==> config.mk <==
export PLATFORM = sky130hd
export DESIGN_NAME = lht_ctrl
export DESIGN_NICKNAME = d
export VERILOG_FILES = /design/src/hdl/lht_pkg.sv /design/src/hdl/lht_ctrl.sv
export SDC_FILE = /design/constraint.sdc
export NUM_CORES = 1
export LEC_CHECK = 0
export BUFFER_PORTS_ARGS = -buffer_cell sky130_fd_sc_hd__buf_2
export CAP_MARGIN = 20
export CORE_AREA = 4 4 41 43
export DETAILED_ROUTE_END_ITERATION = 8
export DIE_AREA = 0 0 45 47
export PLACE_DENSITY_LB_ADDON = 0.08
export RECOVER_POWER = 50
export SLEW_MARGIN = 20
export SYNTH_ARGS = -nofsm -noshare
export SYNTH_HDL_FRONTEND = slang
export SYNTH_SLANG_ARGS = --single-unit
export TNS_END_PERCENT = 50
==> constraint.sdc <==
create_clock -name clock -period 1.1 [get_ports clock]
set_input_delay 0.11 -clock clock [delete_from_list [all_inputs] [get_ports clock]]
set_output_delay 0.11 -clock clock [all_outputs]
set_load 0.02 [all_outputs]
==> src/hdl/lht_pkg.sv <==
// shared types and constants of the latency histogram tracker
package lht_pkg;
   localparam int ModeWidth = 2;
   localparam int TagFieldWidth = 10;
   localparam int StampWidth = 64;
   localparam int BucketFieldWidth = 6;
   localparam int LatencyWidth = 55;
   localparam int OutCountWidth = 32;
   localparam int NsPerUs = 1000;
   // divide by ns-per-us a 16-bit digit at a time: estimate the digit, then update the remainder
   localparam int DivDigit = 16;
   localparam int DivSteps = 8;
   // reciprocal of ns-per-us scaled by 2^DivShift, exact for 26-bit partial dividends
   localparam int DivShift = 36;
   localparam int DivRecip = 68719477;

   typedef enum logic [1:0] {
      MODE_START    = 2'd0,
      MODE_COMPLETE = 2'd1,
      MODE_READ     = 2'd2,
      MODE_NONE     = 2'd3
   } mode_type;

   typedef enum logic [2:0] {
      ST_IDLE,
      ST_LOOKUP,
      ST_CHECK,
      ST_DIVIDE,
      ST_HIST_READ,
      ST_UPDATE,
      ST_RESPOND
   } state_type;

   // controller to datapath
   typedef struct packed {
      logic capture;
      logic div_start;
      logic div_step;
      logic hist_read;
      logic update;
      logic present;
   } cmd_type;

   // datapath to controller
   typedef struct packed {
      logic match;
      logic div_done;
      logic clearing;
   } status_type;
endpackage

==> src/hdl/lht_ctrl.sv <==
// controller state machine of the latency histogram tracker
module lht_ctrl (
   input  logic                   clock,
   input  logic                   reset,
   input  logic                   in_fire,
   input  logic [1:0]             mode,
   input  logic                   out_free,
   input  lht_pkg::status_type    status,
   output logic                   in_ready,
   output lht_pkg::cmd_type       cmd
);
   lht_pkg::state_type state_ff, state_in;

   always_ff @(posedge clock) begin
      if (reset) begin
         state_ff <= lht_pkg::ST_IDLE;
      end else begin
         state_ff <= state_in;
      end
   end

   always_comb begin
      state_in = state_ff;
      unique case (state_ff)
         lht_pkg::ST_IDLE: begin
            if (in_fire) state_in = lht_pkg::ST_LOOKUP;
         end
         lht_pkg::ST_LOOKUP: state_in = lht_pkg::ST_CHECK;
         lht_pkg::ST_CHECK: begin
            if (mode == lht_pkg::MODE_COMPLETE && status.match)
               state_in = lht_pkg::ST_DIVIDE;
            else
               state_in = lht_pkg::ST_HIST_READ;
         end
         lht_pkg::ST_DIVIDE: begin
            if (status.div_done) state_in = lht_pkg::ST_HIST_READ;
         end
         lht_pkg::ST_HIST_READ: state_in = lht_pkg::ST_UPDATE;
         lht_pkg::ST_UPDATE:    state_in = lht_pkg::ST_RESPOND;
         lht_pkg::ST_RESPOND: begin
            if (out_free) state_in = lht_pkg::ST_IDLE;
         end
         default: state_in = lht_pkg::ST_IDLE;
      endcase
   end

   always_comb begin
      cmd = '0;
      in_ready = 1'b0;
      unique case (state_ff)
         lht_pkg::ST_IDLE: begin
            in_ready = !status.clearing;
            cmd.capture = in_fire;
         end
         lht_pkg::ST_CHECK:     cmd.div_start = 1'b1;
         lht_pkg::ST_DIVIDE:    cmd.div_step = 1'b1;
         lht_pkg::ST_HIST_READ: cmd.hist_read = 1'b1;
         lht_pkg::ST_UPDATE:    cmd.update = 1'b1;
         lht_pkg::ST_RESPOND:   cmd.present = out_free;
         default: ;
      endcase
   end
endmodule

==> metrics.cfg <==
[synthesis]
synth_top_family_by_area = simple AND/OR/NAND/NOR gates
synthMuxAreaShare_pct = 0
synth_cells = 32
synth.top_cell.area_share_pct = 24.5
synth_warnings = 0
ys_seq_elements = 3
synth_top_cell_by_area = dfxtp_1
syn-cell-area_sq_um = 245
synth-xor-area-share_pct = 0
synth.distinct_cells = 21
synth_fa_ha_area_share_pct = 0
syn_area_per_cell_sq_um = 7.66
synth-simple-area-share_pct = 44.4
syn-num-nets = 41
synthTopCellsByArea = dfxtp_1 (24%), and3b_1 (11%), o21ai_0 (6.1%)
synth_compound_area_share_pct = 24.5
ys_seq_area_share_pct = 24.5

[final_layout]
syn2layout_area_growth_pct = 96.4
fin_cells = 69
fin_util_pct = 37.0
largestRegisters = state_ff x3
diodes = 0
largest_reg_flops = 3
drive_gt1_share_pct = 66.7
final_area_sq_um = 482
final_nets = 64
regMostFlops = state_ff
fillers = 144

[sta]
maxSlewViolCount = 0
grt_setup_unrepaired = true
timing.hold.ws_ps = 70.1
finalSetupViolations = 9
finalCritPeriodShare_pct = 116
worst_slew_pin_slew_ps = 416
hold_violations = 0
slew_headroom_pct = 72.0
fin_crit_ps = 1270
timing.fmax_mhz = 787
setup_slack_ps = -171
fin_skew_ps = 5.93

[setup_path]
r2r_end = state_ff[1]
max_stage_delay_ps = 410
cp-end-kind = flop
worstPathMaxFanout = 2
crit_chain = nor3b_4 > or3b_4 > a311oi_2
critical_path_class = reg2reg
cp_slowest_cell = or3b_4
rrSetupSlack_ps = -170
crit_start = state_ff[0]
crit_buf_inv = 0
worstReg2RegStart = state_ff[0]
critPathCapture = state_ff[1]
crit_family = simple AND/OR/NAND/NOR gates
arrival_ps = 1420
cp-start-kind = flop
worstPathRequired_ps = 1240
path_depth = 3
ff2ff_path_depth = 3

[power]
max-vdd-ir-drop_mv = 0.942
p_leak_nw = 0.226
fin_total_pwr_w = 0.000877
power.density_nw_per_um2 = 1820

[drt]
vias_per_cell = 4.75
routed_wl_um = 833
drc = 0
ant_nets = 0
avgRoutedWirePerCell_um = 12.1
num_vias = 328
initialDrtViolationCount = 1
dr.pass1.iters = 2

[floorplanning]
io_pins = 16
placementRows = 13
initial_core_util_pct = 18.8
die_area_sq_um = 2120
die_h_um = 47
core-area_sq_um = 1300
die_w_um = 45

[placed_design]
port_buffers = 15
dpl_cell_area_sq_um = 375
gp_congestion = 0.728
dp_hpwl_um = 608
dp_cells = 63

[outcome]
outcome = finished with violations
violations = setup timing

[global_routing]
grt_pass1_wl_mm = 1.32
grt_overflow = 0
grt_pass1_vias = 317
grt_max_degree = 12
antenna_found_initial = 0
grt_usage_pct = 8.99

[clock_network]
cts_sinks = 3
cts_tree = yes
numCtsBuffers = 3
clk_pin_slew_ps = 40
cts_root_buf = clkbuf_4
cts_buffer_depth = 2
h-tree-depth = 1
clk_latency_ps = 230

[flow_run]
maxCapViolations = 0

[hold_path]
hold_class = in2reg

-- power by group --
group          switching [W]  leakage (nW)  total [W]  internal (W)
sequential         0.0000302        0.0258   0.000173      0.000143
combinational       0.000248         0.185   0.000509      0.000261
clock              0.0000580        0.0150   0.000194      0.000136
total               0.000336         0.226   0.000877      0.000540
-- metrics by stage --
step | TNS [ps] | setup slack (ps)
after floorplan | -553 | -248
after global placement | -174 | -112
after detailed placement | -243 | -159
after CTS | -1030 | -177
after global routing | -1340 | -217
final | -907 | -171
-- cells in the mapped netlist --
cell type / instances
nand2_1: 4
a311oi_1: 1
nor3b_2: 1
nor3_1: 1
o21bai_1: 1
or3b_1: 1
and2_1: 1
a211oi_1: 1
and3b_1: 3
nor2_1: 1
nor4b_1: 1
clkbuf_1: 2
o21ai_0: 3
and4b_1: 1
nor4_1: 2
a21oi_1: 1
inv_1: 1
a31oi_1: 1
o21ba_2: 1
dfxtp_1: 3
buf_2: 1
-- cell type report --
cell class	instances	area [sq um]	share of cell area (%)
multi-input cells	25	216	44.9
repair buffers	21	153	31.7
flip-flops and latches	3	63.8	13.2
clock buffers	4	26.3	5.45
well taps	15	18.8	3.90
inverters	1	3.75	0.779
-- cells by family after synthesis --
kind of cell           Yosys count
buffers and inverters            4
and+or+nand+nor                 16
DFF                              3
AOI/OAI and AO/OA                9
-- how the worst min path moves through the flow --
stage,start,endpoint,slack (ps),depth (start not counted)
final,reset,state_ff[1],70,2
after global routing,reset,state_ff[1],70,2
after CTS,reset,state_ff[0],60,2
after detailed placement,reset,state_ff[2],310,2
after global placement,reset,state_ff[1],300,2
after floorplan,reset,state_ff[2],180,1
-- per-layer routing --
layer | vias up | share of wire, % | track usage, % | wire length, um
li1 | 164 | - | - | -
met1 | 155 | 42 | 9.50 | 346
met5 | - | 0 | 0 | 0
met4 | 0 | 1.4 | 5.26 | 12
met2 | 7 | 53 | 15.0 | 443
met3 | 2 | 3.7 | 3.83 | 31
-- timing repair --
item | CTS | global route
hold buffers | 0 | 0
resized for setup | 13 | 8
gates cloned | 1 | 0
hold endpoints to repair | 0 | 0
buffers inserted | 1 | 0
pin swaps | 2 | 2
setup endpoints to repair | 9 | 9
-- cells in the final DEF (no fill, tap or decap), drive strengths merged --
| cell type | netlist | routed |
|---|---|---|
| dfxtp | 3 | 3 |
| a31oi | 1 | 1 |
| and4b | 1 | 1 |
| a211oi | 1 | 1 |
| and3b | 3 | 3 |
| o21ai | 3 | 3 |
| a21oi | 1 | 1 |
| nor3b | 1 | 1 |
| nor3 | 1 | 1 |
| and2 | 1 | 1 |
| nand2 | 4 | 4 |
| inv | 1 | 1 |
| nor4 | 2 | 2 |
| o21bai | 1 | 1 |
| nor2 | 1 | 1 |
| a311oi | 1 | 1 |
| clkbuf | 2 | 4 |
| nor4b | 1 | 1 |
| o21ba | 1 | 1 |
| buf | 1 | 21 |
| or3b | 1 | 1 |
-- worst register-to-register path, cell delays in order (launching register included) --
cell and delay, ps:
dfxtp_2 330, nor3b_4 200, or3b_4 410, a311oi_2 250
No activity file was read; power rests on OpenSTA's default activity.
